**config.mk**
```make
export PLATFORM = sky130hd
export DESIGN_NAME = windowed_simpson_integrator
export DESIGN_NICKNAME = d
export VERILOG_FILES = /design/src/wsi_pkg.sv /design/src/wsi_alu.sv /design/src/wsi_accum.sv /design/src/wsi_engine.sv /design/src/windowed_simpson_integrator.sv
export SDC_FILE = /design/constraint.sdc
export NUM_CORES = 2
export LEC_CHECK = 0
export ABC_AREA = 1
export BUFFER_PORTS_ARGS = -buffer_cell sky130_fd_sc_hd__buf_2
export CAP_MARGIN = 20
export CELL_PAD_IN_SITES_DETAIL_PLACEMENT = 0
export CELL_PAD_IN_SITES_GLOBAL_PLACEMENT = 1
export CORE_MARGIN = 3
export CORE_UTILIZATION = 49
export DETAILED_ROUTE_END_ITERATION = 7
export HOLD_SLACK_MARGIN = 0.06
export PLACE_DENSITY = 0.83
export SYNTH_ARGS = -nofsm -noshare
export SYNTH_HDL_FRONTEND = slang
export SYNTH_HIERARCHICAL = 1
export SYNTH_SLANG_ARGS = --single-unit
```
**constraint.sdc**
```tcl
create_clock -name clock -period 11.9 [get_ports clock]
set_input_delay 1.785 -clock clock [delete_from_list [all_inputs] [get_ports clock]]
set_output_delay 1.785 -clock clock [all_outputs]
set_load 0.02 [all_outputs]
```
**src/wsi_pkg.sv**
```systemverilog
// ----------------------------------------------------------------------------
// wsi_pkg: shared types and constants of the windowed Simpson integrator
// Field widths, status codes, register indexes, sequencer states and the
// 48-bit saturation used by both the running sum and the final sum.
// ----------------------------------------------------------------------------
package wsi_pkg;

   localparam int unsigned X_W       = 32;
   localparam int unsigned Y_W       = 32;
   localparam int unsigned SUM_W     = 48;
   localparam int unsigned SPAN_W    = 33;
   localparam int unsigned FRAC_W    = 16;
   localparam int unsigned ALU_W     = SPAN_W + SUM_W;
   localparam int unsigned QUO_W     = ALU_W - FRAC_W;
   localparam int unsigned OUT_CNT_W = 13;
   localparam int unsigned STATUS_W  = 2;
   localparam int unsigned STEP_W    = 7;

   localparam logic [STATUS_W-1:0] STATUS_OK     = 2'd0;
   localparam logic [STATUS_W-1:0] STATUS_EMPTY  = 2'd1;
   localparam logic [STATUS_W-1:0] STATUS_SINGLE = 2'd2;
   localparam logic [STATUS_W-1:0] STATUS_SAT    = 2'd3;

   localparam logic CSR_IDX_START = 1'b0;
   localparam logic CSR_IDX_STOP  = 1'b1;

   localparam logic [SUM_W-1:0] SUM_MAX = 48'h7FFF_FFFF_FFFF;
   localparam logic [SUM_W-1:0] SUM_MIN = 48'h8000_0000_0000;

   typedef enum logic [3:0] {
      ENG_IDLE,
      ENG_SUM,
      ENG_SUM_ABS,
      ENG_SPAN,
      ENG_SPAN_ABS,
      ENG_MUL,
      ENG_DIV,
      ENG_FIX,
      ENG_DONE
   } eng_state_type;

   typedef struct packed {
      logic idle;
      logic done;
   } eng_stat_type;

   // Clamp a wide signed value to the 48-bit signed range.
   function automatic logic [SUM_W-1:0] sat_sum(input logic [ALU_W-1:0] r);
      logic hi_zero;
      logic hi_ones;
      hi_zero = ~|r[ALU_W-1:SUM_W-1];
      hi_ones = &r[ALU_W-1:SUM_W-1];
      if (hi_zero || hi_ones) begin
         return r[SUM_W-1:0];
      end else if (r[ALU_W-1]) begin
         return SUM_MIN;
      end else begin
         return SUM_MAX;
      end
   endfunction

endpackage

```
**src/wsi_alu.sv**
```systemverilog
// ----------------------------------------------------------------------------
// wsi_alu: shared adder of the integrator
// One 81-bit add with carry in. The sequencer uses it for the final sum,
// negations, the span, each multiply step and each divide step.
// ----------------------------------------------------------------------------
module wsi_alu
   import wsi_pkg::*;
(
   input  logic [ALU_W-1:0] op_a,
   input  logic [ALU_W-1:0] op_b,
   input  logic             carry_in,
   output logic [ALU_W-1:0] result
);

   assign result = op_a + op_b + {{(ALU_W-1){1'b0}}, carry_in};

endmodule

```
**src/wsi_accum.sv**
```systemverilog
// ----------------------------------------------------------------------------
// wsi_accum: window gate and weighted running sum
// Decides per sample whether it lies in the window and folds the previous
// accepted sample into the sum with its Simpson weight. Next values are also
// handed out so the last beat of a set can be captured by the sequencer.
// ----------------------------------------------------------------------------
module wsi_accum
   import wsi_pkg::*;
#(
   parameter int unsigned MAX_POINTS = 4096,
   parameter int unsigned CW         = 13
)(
   input  logic                    clock,
   input  logic                    reset,
   input  logic                    beat,
   input  logic signed [X_W-1:0]   x_sample,
   input  logic signed [Y_W-1:0]   y_sample,
   input  logic                    last_of_set,
   input  logic signed [X_W-1:0]   window_start,
   input  logic signed [X_W-1:0]   window_stop,
   output logic [CW-1:0]           count_next,
   output logic [SUM_W-1:0]        sum_next,
   output logic [Y_W-1:0]          pend_next
);

   logic                inside_ff, inside_in;
   logic [CW-1:0]       count_ff, count_in;
   logic [SUM_W-1:0]    ws_ff, ws_in;
   logic [Y_W-1:0]      pend_ff, pend_in;
   logic                take;
   logic [SUM_W+1:0]    pend_wt;
   logic [SUM_W+1:0]    raw_sum;

   always_comb begin
      inside_in = inside_ff | (x_sample >= window_start);
      take = inside_in && (x_sample <= window_stop) && (count_ff < CW'(MAX_POINTS));

      // Weight 1 for the first point, then 4 and 2 alternating.
      if (count_ff == CW'(1)) begin
         pend_wt = {{(SUM_W+2-Y_W){pend_ff[Y_W-1]}}, pend_ff};
      end else if (!count_ff[0]) begin
         pend_wt = {{(SUM_W-Y_W){pend_ff[Y_W-1]}}, pend_ff, 2'b00};
      end else begin
         pend_wt = {{(SUM_W+1-Y_W){pend_ff[Y_W-1]}}, pend_ff, 1'b0};
      end
      raw_sum = {{2{ws_ff[SUM_W-1]}}, ws_ff} + pend_wt;

      count_in = count_ff;
      ws_in = ws_ff;
      pend_in = pend_ff;
      if (take) begin
         if (count_ff != CW'(0)) begin
            ws_in = sat_sum({{(ALU_W-SUM_W-2){raw_sum[SUM_W+1]}}, raw_sum});
         end
         pend_in = y_sample;
         count_in = count_ff + CW'(1);
      end
   end

   assign count_next = count_in;
   assign sum_next = ws_in;
   assign pend_next = pend_in;

   always_ff @(posedge clock) begin
      if (reset || (beat && last_of_set)) begin
         inside_ff <= 1'b0;
         count_ff <= '0;
         ws_ff <= '0;
         pend_ff <= '0;
      end else if (beat) begin
         inside_ff <= inside_in;
         count_ff <= count_in;
         ws_ff <= ws_in;
         pend_ff <= pend_in;
      end
   end

endmodule

```
**src/wsi_engine.sv**
```systemverilog
// ----------------------------------------------------------------------------
// wsi_engine: end-of-set sequencer
// Finishes the sum, takes magnitudes, multiplies span by sum one bit a step,
// divides by three times the interval count one quotient bit a step, then
// restores the sign and saturates. The sum, magnitude, span, product, quotient
// and sign arithmetic runs through wsi_alu.
module wsi_engine
   import wsi_pkg::*;
#(
   parameter int unsigned CW = 13
)(
   input  logic                  clock,
   input  logic                  reset,
   input  logic                  start,
   input  logic [CW-1:0]         count_data,
   input  logic [SUM_W-1:0]      sum_data,
   input  logic [Y_W-1:0]        pend_data,
   input  logic [X_W-1:0]        window_start,
   input  logic [X_W-1:0]        window_stop,
   input  logic                  take,
   output eng_stat_type          stat,
   output logic [SUM_W-1:0]      integral,
   output logic [STATUS_W-1:0]   status,
   output logic [OUT_CNT_W-1:0]  points_used
);

   localparam int unsigned MW = CW + 2;
   localparam int unsigned RW = CW + 3;

   eng_state_type state_ff, state_in;

   logic [STEP_W-1:0]     step_ff, step_in;
   logic [SUM_W-1:0]      sum_ff, sum_in;
   logic [Y_W-1:0]        pend_ff, pend_in;
   logic [SPAN_W-1:0]     span_ff, span_in;
   logic                  neg_ff, neg_in;
   logic [ALU_W-1:0]      prod_ff, prod_in;
   logic [RW-1:0]         rem_ff, rem_in;
   logic [MW-1:0]         m_ff, m_in;
   logic [SUM_W-1:0]      integral_ff, integral_in;
   logic [STATUS_W-1:0]   status_ff, status_in;
   logic [OUT_CNT_W-1:0]  points_ff, points_in;

   logic [ALU_W-1:0]      op_a, op_b, alu_r;
   logic                  carry_in;
   logic [CW-1:0]         cm1;
   logic [RW-1:0]         rem_sh;
   logic [QUO_W-1:0]      quo;
   logic                  qbit;

   wsi_alu u_alu (
      .op_a     (op_a),
      .op_b     (op_b),
      .carry_in (carry_in),
      .result   (alu_r)
   );

   always_comb begin
      state_in = state_ff;
      unique case (state_ff)
         ENG_IDLE: begin
            if (start) begin
               if (count_data == CW'(0) || count_data == CW'(1)) begin
                  state_in = ENG_DONE;
               end else begin
                  state_in = ENG_SUM;
               end
            end
         end
         ENG_SUM:      state_in = ENG_SUM_ABS;
         ENG_SUM_ABS:  state_in = ENG_SPAN;
         ENG_SPAN:     state_in = ENG_SPAN_ABS;
         ENG_SPAN_ABS: state_in = ENG_MUL;
         ENG_MUL: begin
            if (step_ff == STEP_W'(SPAN_W-1)) begin
               state_in = ENG_DIV;
            end
         end
         ENG_DIV: begin
            if (step_ff == STEP_W'(QUO_W-1)) begin
               state_in = ENG_FIX;
            end
         end
         ENG_FIX: state_in = ENG_DONE;
         ENG_DONE: begin
            if (take) begin
               state_in = ENG_IDLE;
            end
         end
         default: state_in = ENG_IDLE;
      endcase
   end

   assign cm1 = count_data - CW'(1);
   assign rem_sh = {rem_ff[RW-2:0], prod_ff[ALU_W-1]};
   assign quo = prod_ff[ALU_W-1:FRAC_W];

   always_comb begin
      op_a = '0;
      op_b = '0;
      carry_in = 1'b0;
      qbit = 1'b0;
      step_in = step_ff;
      sum_in = sum_ff;
      pend_in = pend_ff;
      span_in = span_ff;
      neg_in = neg_ff;
      prod_in = prod_ff;
      rem_in = rem_ff;
      m_in = m_ff;
      integral_in = integral_ff;
      status_in = status_ff;
      points_in = points_ff;
      unique case (state_ff)
         ENG_IDLE: begin
            if (start) begin
               sum_in = sum_data;
               pend_in = pend_data;
               m_in = MW'({cm1, 1'b0}) + MW'(cm1);
               points_in = OUT_CNT_W'(count_data);
               integral_in = '0;
               if (count_data == CW'(0)) begin
                  status_in = STATUS_EMPTY;
               end else if (count_data == CW'(1)) begin
                  status_in = STATUS_SINGLE;
               end else begin
                  status_in = STATUS_OK;
               end
            end
         end
         ENG_SUM: begin
            op_a = {{(ALU_W-SUM_W){sum_ff[SUM_W-1]}}, sum_ff};
            op_b = {{(ALU_W-Y_W){pend_ff[Y_W-1]}}, pend_ff};
            sum_in = sat_sum(alu_r);
         end
         ENG_SUM_ABS: begin
            op_b = ~{{(ALU_W-SUM_W){sum_ff[SUM_W-1]}}, sum_ff};
            carry_in = 1'b1;
            neg_in = sum_ff[SUM_W-1];
            if (sum_ff[SUM_W-1]) begin
               sum_in = alu_r[SUM_W-1:0];
            end
         end
         ENG_SPAN: begin
            op_a = {{(ALU_W-X_W){window_stop[X_W-1]}}, window_stop};
            op_b = ~{{(ALU_W-X_W){window_start[X_W-1]}}, window_start};
            carry_in = 1'b1;
            span_in = alu_r[SPAN_W-1:0];
            neg_in = neg_ff ^ alu_r[SPAN_W-1];
         end
         ENG_SPAN_ABS: begin
            op_b = ~{{(ALU_W-SPAN_W){span_ff[SPAN_W-1]}}, span_ff};
            carry_in = 1'b1;
            if (span_ff[SPAN_W-1]) begin
               span_in = alu_r[SPAN_W-1:0];
            end
            prod_in = '0;
            step_in = '0;
         end
         ENG_MUL: begin
            // Most significant span bit first: shift the product, add the sum.
            op_a = {prod_ff[ALU_W-2:0], 1'b0};
            op_b = span_ff[SPAN_W-1] ? {{(ALU_W-SUM_W){1'b0}}, sum_ff} : '0;
            prod_in = alu_r;
            span_in = {span_ff[SPAN_W-2:0], 1'b0};
            if (step_ff == STEP_W'(SPAN_W-1)) begin
               step_in = '0;
               rem_in = '0;
            end else begin
               step_in = step_ff + STEP_W'(1);
            end
         end
         ENG_DIV: begin
            // The fraction bits are dropped first; only the upper product
            // bits pass through the divider, and quotient bits shift in.
            op_a = {{(ALU_W-RW){1'b0}}, rem_sh};
            op_b = ~{{(ALU_W-MW){1'b0}}, m_ff};
            carry_in = 1'b1;
            qbit = ~alu_r[ALU_W-1];
            rem_in = qbit ? alu_r[RW-1:0] : rem_sh;
            prod_in = {prod_ff[ALU_W-2:FRAC_W], qbit, {FRAC_W{1'b0}}};
            step_in = step_ff + STEP_W'(1);
         end
         ENG_FIX: begin
            op_b = ~{{(ALU_W-QUO_W){1'b0}}, quo};
            carry_in = 1'b1;
            if (neg_ff) begin
               if ((|quo[QUO_W-1:SUM_W]) || (quo[SUM_W-1] && (|quo[SUM_W-2:0]))) begin
                  integral_in = SUM_MIN;
                  status_in = STATUS_SAT;
               end else begin
                  integral_in = alu_r[SUM_W-1:0];
               end
            end else begin
               if (|quo[QUO_W-1:SUM_W-1]) begin
                  integral_in = SUM_MAX;
                  status_in = STATUS_SAT;
               end else begin
                  integral_in = quo[SUM_W-1:0];
               end
            end
         end
         ENG_DONE: begin
         end
         default: begin
         end
      endcase
   end

   always_ff @(posedge clock) begin
      if (reset) begin
         state_ff <= ENG_IDLE;
         step_ff <= '0;
      end else begin
         state_ff <= state_in;
         step_ff <= step_in;
      end
   end

   always_ff @(posedge clock) begin
      sum_ff <= sum_in;
      pend_ff <= pend_in;
      span_ff <= span_in;
      neg_ff <= neg_in;
      prod_ff <= prod_in;
      rem_ff <= rem_in;
      m_ff <= m_in;
      integral_ff <= integral_in;
      status_ff <= status_in;
      points_ff <= points_in;
   end

   assign stat.idle = (state_ff == ENG_IDLE);
   assign stat.done = (state_ff == ENG_DONE);
   assign integral = integral_ff;
   assign status = status_ff;
   assign points_used = points_ff;

endmodule

```
**src/windowed_simpson_integrator.sv**
```systemverilog
// ----------------------------------------------------------------------------
// windowed_simpson_integrator: Simpson integral of a sample set over a window
// Top level with the register port, window gate, end-of-set sequencer and
// the result register.
// ----------------------------------------------------------------------------
// Samples that do not end a set are taken one per cycle. The last sample of
// a set starts the sequencer, and the input is not ready again until its
// result has moved into the output register. An empty window or a single
// point goes straight to the hand-off; otherwise come the load, final sum,
// sum magnitude, span, span magnitude, 33 multiply steps, 65 divide steps,
// the sign and saturation step and the hand-off, all paced by the one shared
// 81-bit adder. The output register lets the next set stream in while a
// result waits to be taken. window_start sits at address 0, window_stop at 4.
module windowed_simpson_integrator
   import wsi_pkg::*;
#(
   parameter int unsigned MAX_POINTS = 4096
)(
   input  logic                         clock,
   input  logic                         reset,
   input  logic                         req_valid,
   output logic                         req_ready,
   input  logic signed [X_W-1:0]        req_x_sample,
   input  logic signed [Y_W-1:0]        req_y_sample,
   input  logic                         req_last_of_set,
   output logic                         rsp_valid,
   input  logic                         rsp_ready,
   output logic signed [SUM_W-1:0]      rsp_integral,
   output logic [STATUS_W-1:0]          rsp_status,
   output logic [OUT_CNT_W-1:0]         rsp_points_used,
   input  logic                         psel,
   input  logic                         penable,
   input  logic                         pwrite,
   input  logic [2:0]                   paddr,
   input  logic [31:0]                  pwdata,
   output logic [31:0]                  prdata,
   output logic                         pready
);

   localparam int unsigned CW = $clog2(MAX_POINTS + 1);

   logic signed [X_W-1:0]  start_ff, start_in;
   logic signed [X_W-1:0]  stop_ff, stop_in;
   logic                   rsp_valid_ff, rsp_valid_in;
   logic [SUM_W-1:0]       integral_ff;
   logic [STATUS_W-1:0]    status_ff;
   logic [OUT_CNT_W-1:0]   points_ff;

   logic                   beat;
   logic                   csr_write;
   logic                   take;
   logic [CW-1:0]          count_next;
   logic [SUM_W-1:0]       sum_next;
   logic [Y_W-1:0]         pend_next;
   eng_stat_type           stat;
   logic [SUM_W-1:0]       eng_integral;
   logic [STATUS_W-1:0]    eng_status;
   logic [OUT_CNT_W-1:0]   eng_points;

   assign pready = 1'b1;
   assign csr_write = psel && penable && pwrite && pready;
   assign prdata = (paddr[2] == CSR_IDX_STOP) ? stop_ff : start_ff;

   always_comb begin
      start_in = start_ff;
      stop_in = stop_ff;
      if (csr_write) begin
         unique case (paddr[2])
            CSR_IDX_START: start_in = pwdata;
            CSR_IDX_STOP:  stop_in = pwdata;
            default: begin
            end
         endcase
      end
   end

   assign req_ready = stat.idle && !reset;
   assign beat = req_valid && req_ready;
   assign take = stat.done && (!rsp_valid_ff || rsp_ready);

   always_comb begin
      rsp_valid_in = rsp_valid_ff;
      if (take) begin
         rsp_valid_in = 1'b1;
      end else if (rsp_ready) begin
         rsp_valid_in = 1'b0;
      end
   end

   wsi_accum #(
      .MAX_POINTS (MAX_POINTS),
      .CW         (CW)
   ) u_accum (
      .clock        (clock),
      .reset        (reset),
      .beat         (beat),
      .x_sample     (req_x_sample),
      .y_sample     (req_y_sample),
      .last_of_set  (req_last_of_set),
      .window_start (start_ff),
      .window_stop  (stop_ff),
      .count_next   (count_next),
      .sum_next     (sum_next),
      .pend_next    (pend_next)
   );

   wsi_engine #(
      .CW (CW)
   ) u_engine (
      .clock        (clock),
      .reset        (reset),
      .start        (beat && req_last_of_set),
      .count_data   (count_next),
      .sum_data     (sum_next),
      .pend_data    (pend_next),
      .window_start (start_ff),
      .window_stop  (stop_ff),
      .take         (take),
      .stat         (stat),
      .integral     (eng_integral),
      .status       (eng_status),
      .points_used  (eng_points)
   );

   always_ff @(posedge clock) begin
      if (reset) begin
         start_ff <= '0;
         stop_ff <= '0;
         rsp_valid_ff <= 1'b0;
      end else begin
         start_ff <= start_in;
         stop_ff <= stop_in;
         rsp_valid_ff <= rsp_valid_in;
      end
   end

   always_ff @(posedge clock) begin
      if (take) begin
         integral_ff <= eng_integral;
         status_ff <= eng_status;
         points_ff <= eng_points;
      end
   end

   assign rsp_valid = rsp_valid_ff;
   assign rsp_integral = integral_ff;
   assign rsp_status = status_ff;
   assign rsp_points_used = points_ff;

endmodule

```
==> impl_metrics.ini <==
[run_status]
outcome = completed

[placed_design]
hpwl_um = 132000
placement.io_buffers = 201
place_congestion = 1.04
placed_area_um2 = 43300

[global_route]
grt_usage = 0.371
antenna_found_initial = 8
grt_overflow = 0
grt.busiest_layer = met2
grt_pass1_vias = 38600
gr-usage-met2 = 0.560
grt_pass1_wl_um = 248000
met3_usage = 0.0995
grtUsageMet1 = 0.513
grt_max_degree = 87

[sta]
relSlewSlack = 0.226
slew_violations = 0
finalSetupTns_ns = 0
period_share = 0.646
fin_skew_ns = 0.0380
hold_slack_ns = 0.407
worst_pin_slew_ns = 1.16
finalCriticalPeriod_ns = 7.68
rsz0062_at_grt = false
hold_viol_final = 0
max_freq_ghz = 0.130
setup_viol = 0

[cts]
clk_latency_ns = 0.64
cts_hold_buf = 0
numClockSinks = 521
h-tree-depth = 3
cts_tree = yes
cts_made_buffers = 66
clk_path_buf_depth = 3
clockRootBuffer = clkbuf_16
clk_pin_slew_ns = 0.06
postCtsResizedCells = 0
postCtsSetupRepairBufs = 0

[detailed_routing]
wirelength_um = 170000
drt-initial-drc-count = 4981
antenna_left = 0
dr.pass1.iters = 6
routedWlPerCell_um = 22.8
viasPerCell = 5.66
drc = 0
vias = 42300

[setup_path]
critPathLaunch = u_engine/state_ff[1]$_SDFFE_PP0P_
worstSetupEndpoint = u_engine/sum_ff[11]$_DFFE_PP_
endpoint_kind = flop
r2r_slack_ns = 4.22
max_stage_delay_ns = 1.00
timing.rr.start = u_engine/state_ff[1]$_SDFFE_PP0P_
r2r_end = u_engine/sum_ff[11]$_DFFE_PP_
r2r_cells = 25
cp_max_fo = 47
startpoint_type = flop
path_common_cell = nand2_1
crit_type = flop to flop
critPathRequiredTime_ns = 12.28
cp.arrival_ns = 8.06
slowest_stage = nor4_4

[yosys]
synth-async-reset-ratio = 0
synth_area_leader_cell = edfxtp_1
yosysWarningCount = 6
syn-num-nets = 6520
yosys-top-cells-area = edfxtp_1, nand2_1, inv_1
synth-edff-count = 351
synth.distinct_cells = 62
synth_area_um2 = 41800
synth-main-ff-cell = edfxtp_1
seq_area_frac_synth = 0.334
yosysTopAreaCellShare = 0.252
syn_avg_cell_area_um2 = 6.74
ys_ff_latch = 521
synth_cells = 6197

[job]
drv_cap = 0

[power_and_ir_drop]
irDropWorstVdd_mv = 0.336
p_leak_nw = 21.6
p_int_w = 0.00493
comb_power_share = 0.466
switchingPower_w = 0.00410
powerDensity_nw_per_um2 = 197
p_seq_frac = 0.290
swShare = 0.454
p_clk_frac = 0.244

[die]
fp.coreArea_um2 = 84100
die_h_um = 298
rows = 106
start_util = 0.497
io_pins = 205
die_w_um = 298
dieArea_um2 = 88800

[layout]
n_fill_cell = 8670
syn_to_final_growth_pct = 9.46
drive_above_1_share = 0.108
fin_nets = 6598
final_area_um2 = 45700

[hold_path]
min_path_type = flop to flop
[worst min path at each step]
stage                     slack [ns]                                start                          to  cells past startpoint
after floorplan                 0.40   u_engine/integral[0]$_SDFFCE_PN0P_   rsp_integral[0]$_DFFE_PP_                      0
after global placement          0.40  u_engine/integral[14]$_SDFFCE_PN0P_  rsp_integral[14]$_DFFE_PP_                      0
after detailed placement        0.40  u_engine/integral[37]$_SDFFCE_PN0P_  rsp_integral[37]$_DFFE_PP_                      0
after CTS                       0.40  u_engine/integral[45]$_SDFFCE_PN0P_  rsp_integral[45]$_DFFE_PP_                      0
after global routing            0.42  u_engine/integral[45]$_SDFFCE_PN0P_  rsp_integral[45]$_DFFE_PP_                      0
final                           0.41  u_engine/integral[45]$_SDFFCE_PN0P_  rsp_integral[45]$_DFFE_PP_                      0
[metrics by stage]
step | total power, W | util | setup slack (ns) | std cells
after floorplan | 0.00548 | - | 6.28 | 6197
after global placement | 0.00667 | 0.515 | 4.19 | 7339
after detailed placement | 0.00672 | 0.515 | 4.10 | 7339
after CTS | 0.00893 | 0.543 | 4.55 | 7460
after global routing | 0.00951 | 0.544 | 4.07 | 7462
final | 0.00903 | 0.544 | 4.22 | 7467
[area by class of cell]
type,count,area [um2],area share
antenna,5,12.5,0.000274
clock buffer,85,1840,0.0402
inverter,1078,4050,0.0887
timing repair buffer,242,1350,0.0294
clock inverter,36,513,0.0112
multi-input combinational,4366,22600,0.494
sequential,521,13900,0.305
tap,1134,1420,0.0310
[routing by layer]
metal,part of all wire,vias up
met2,0.43,2131
met4,0.038,4
li1,-,20100
met5,0.00016,-
met1,0.42,19700
met3,0.11,314
[worst max-delay path, delay by kind of cell (launching register included)]
family	cells	cell delay, ns
buf+inv	6	1.95
simple gates	17	3.86
flops	1	0.36
compound gates	1	0.59
fa+ha+maj	1	0.61
[state kept, by name, indices dropped and copies added (netlist names), 2 cells and up]
register              count
stop_ff                  32
u_engine/status           2
u_engine/step_ff          7
rsp_status                2
u_engine/rem_ff          15
u_accum/pend_ff          32
start_ff                 32
u_engine/prod_ff         81
u_engine/points_used     13
u_engine/pend_ff         32
u_accum/ws_ff            48
u_engine/span_ff         33
rsp_integral             48
u_engine/sum_ff          48
u_engine/state_ff         4
u_engine/integral        48
u_accum/count_ff         13
rsp_points_used          13
u_engine/m_ff            15
[power groups by stage]
stage | clock, W | combinational (W) | sequential [W]
final | 0.00220 | 0.00421 | 0.00262
after global routing | 0.00229 | 0.00457 | 0.00264
after CTS | 0.00223 | 0.00409 | 0.00261
after detailed placement | 0 | 0.00407 | 0.00265
after global placement | 0 | 0.00403 | 0.00264
after floorplan | 0 | 0.00288 | 0.00261
[logic make-up after synthesis]
group	count (synthesis)	share of synthesized area
and+or+nand+nor	3036	0.307
AOI/OAI and AO/OA	1009	0.144
DFF	521	0.334
xor gates and xnor gates	104	0.0218
other	1	0.0000898
adders and majority gates	216	0.0654
buffers and inverters	1310	0.127
[Yosys cell counts, types with 6 or more instances]
cell	count
nor2_4	19
a21oi_2	80
o221ai_1	21
nor4_1	11
nand3_1	333
o22ai_1	102
nor2_2	52
a21oi_1	313
nand4_1	75
xor2_1	81
and3_1	6
o211ai_1	58
a22oi_1	15
buf_6	6
ha_1	212
nand2_2	77
a211oi_1	6
o2111ai_1	31
o21ai_0	305
nor3_2	8
nor2_1	466
buf_2	80
nand2_1	1915
nand3_2	16
inv_2	52
nor3_1	31
o21ai_1	23
xnor2_1	23
buf_4	35
clkbuf_1	85
edfxtp_1	351
a31oi_1	12
dfxtp_1	170
dlygate4sd1_1	6
buf_1	13
o21bai_1	21
inv_1	1024
[placed cells by master, fill, tap and decap left out, types with 169 or more instances in the layout]
cell type	count
inv_1	1021
dfxtp_1	169
a21oi_1	311
edfxtp_1	351
nand2_1	1914
o21ai_0	304
ha_1	212
buf_2	201
nor2_1	462
nand3_1	331
(Power assumes the default switching activity.)
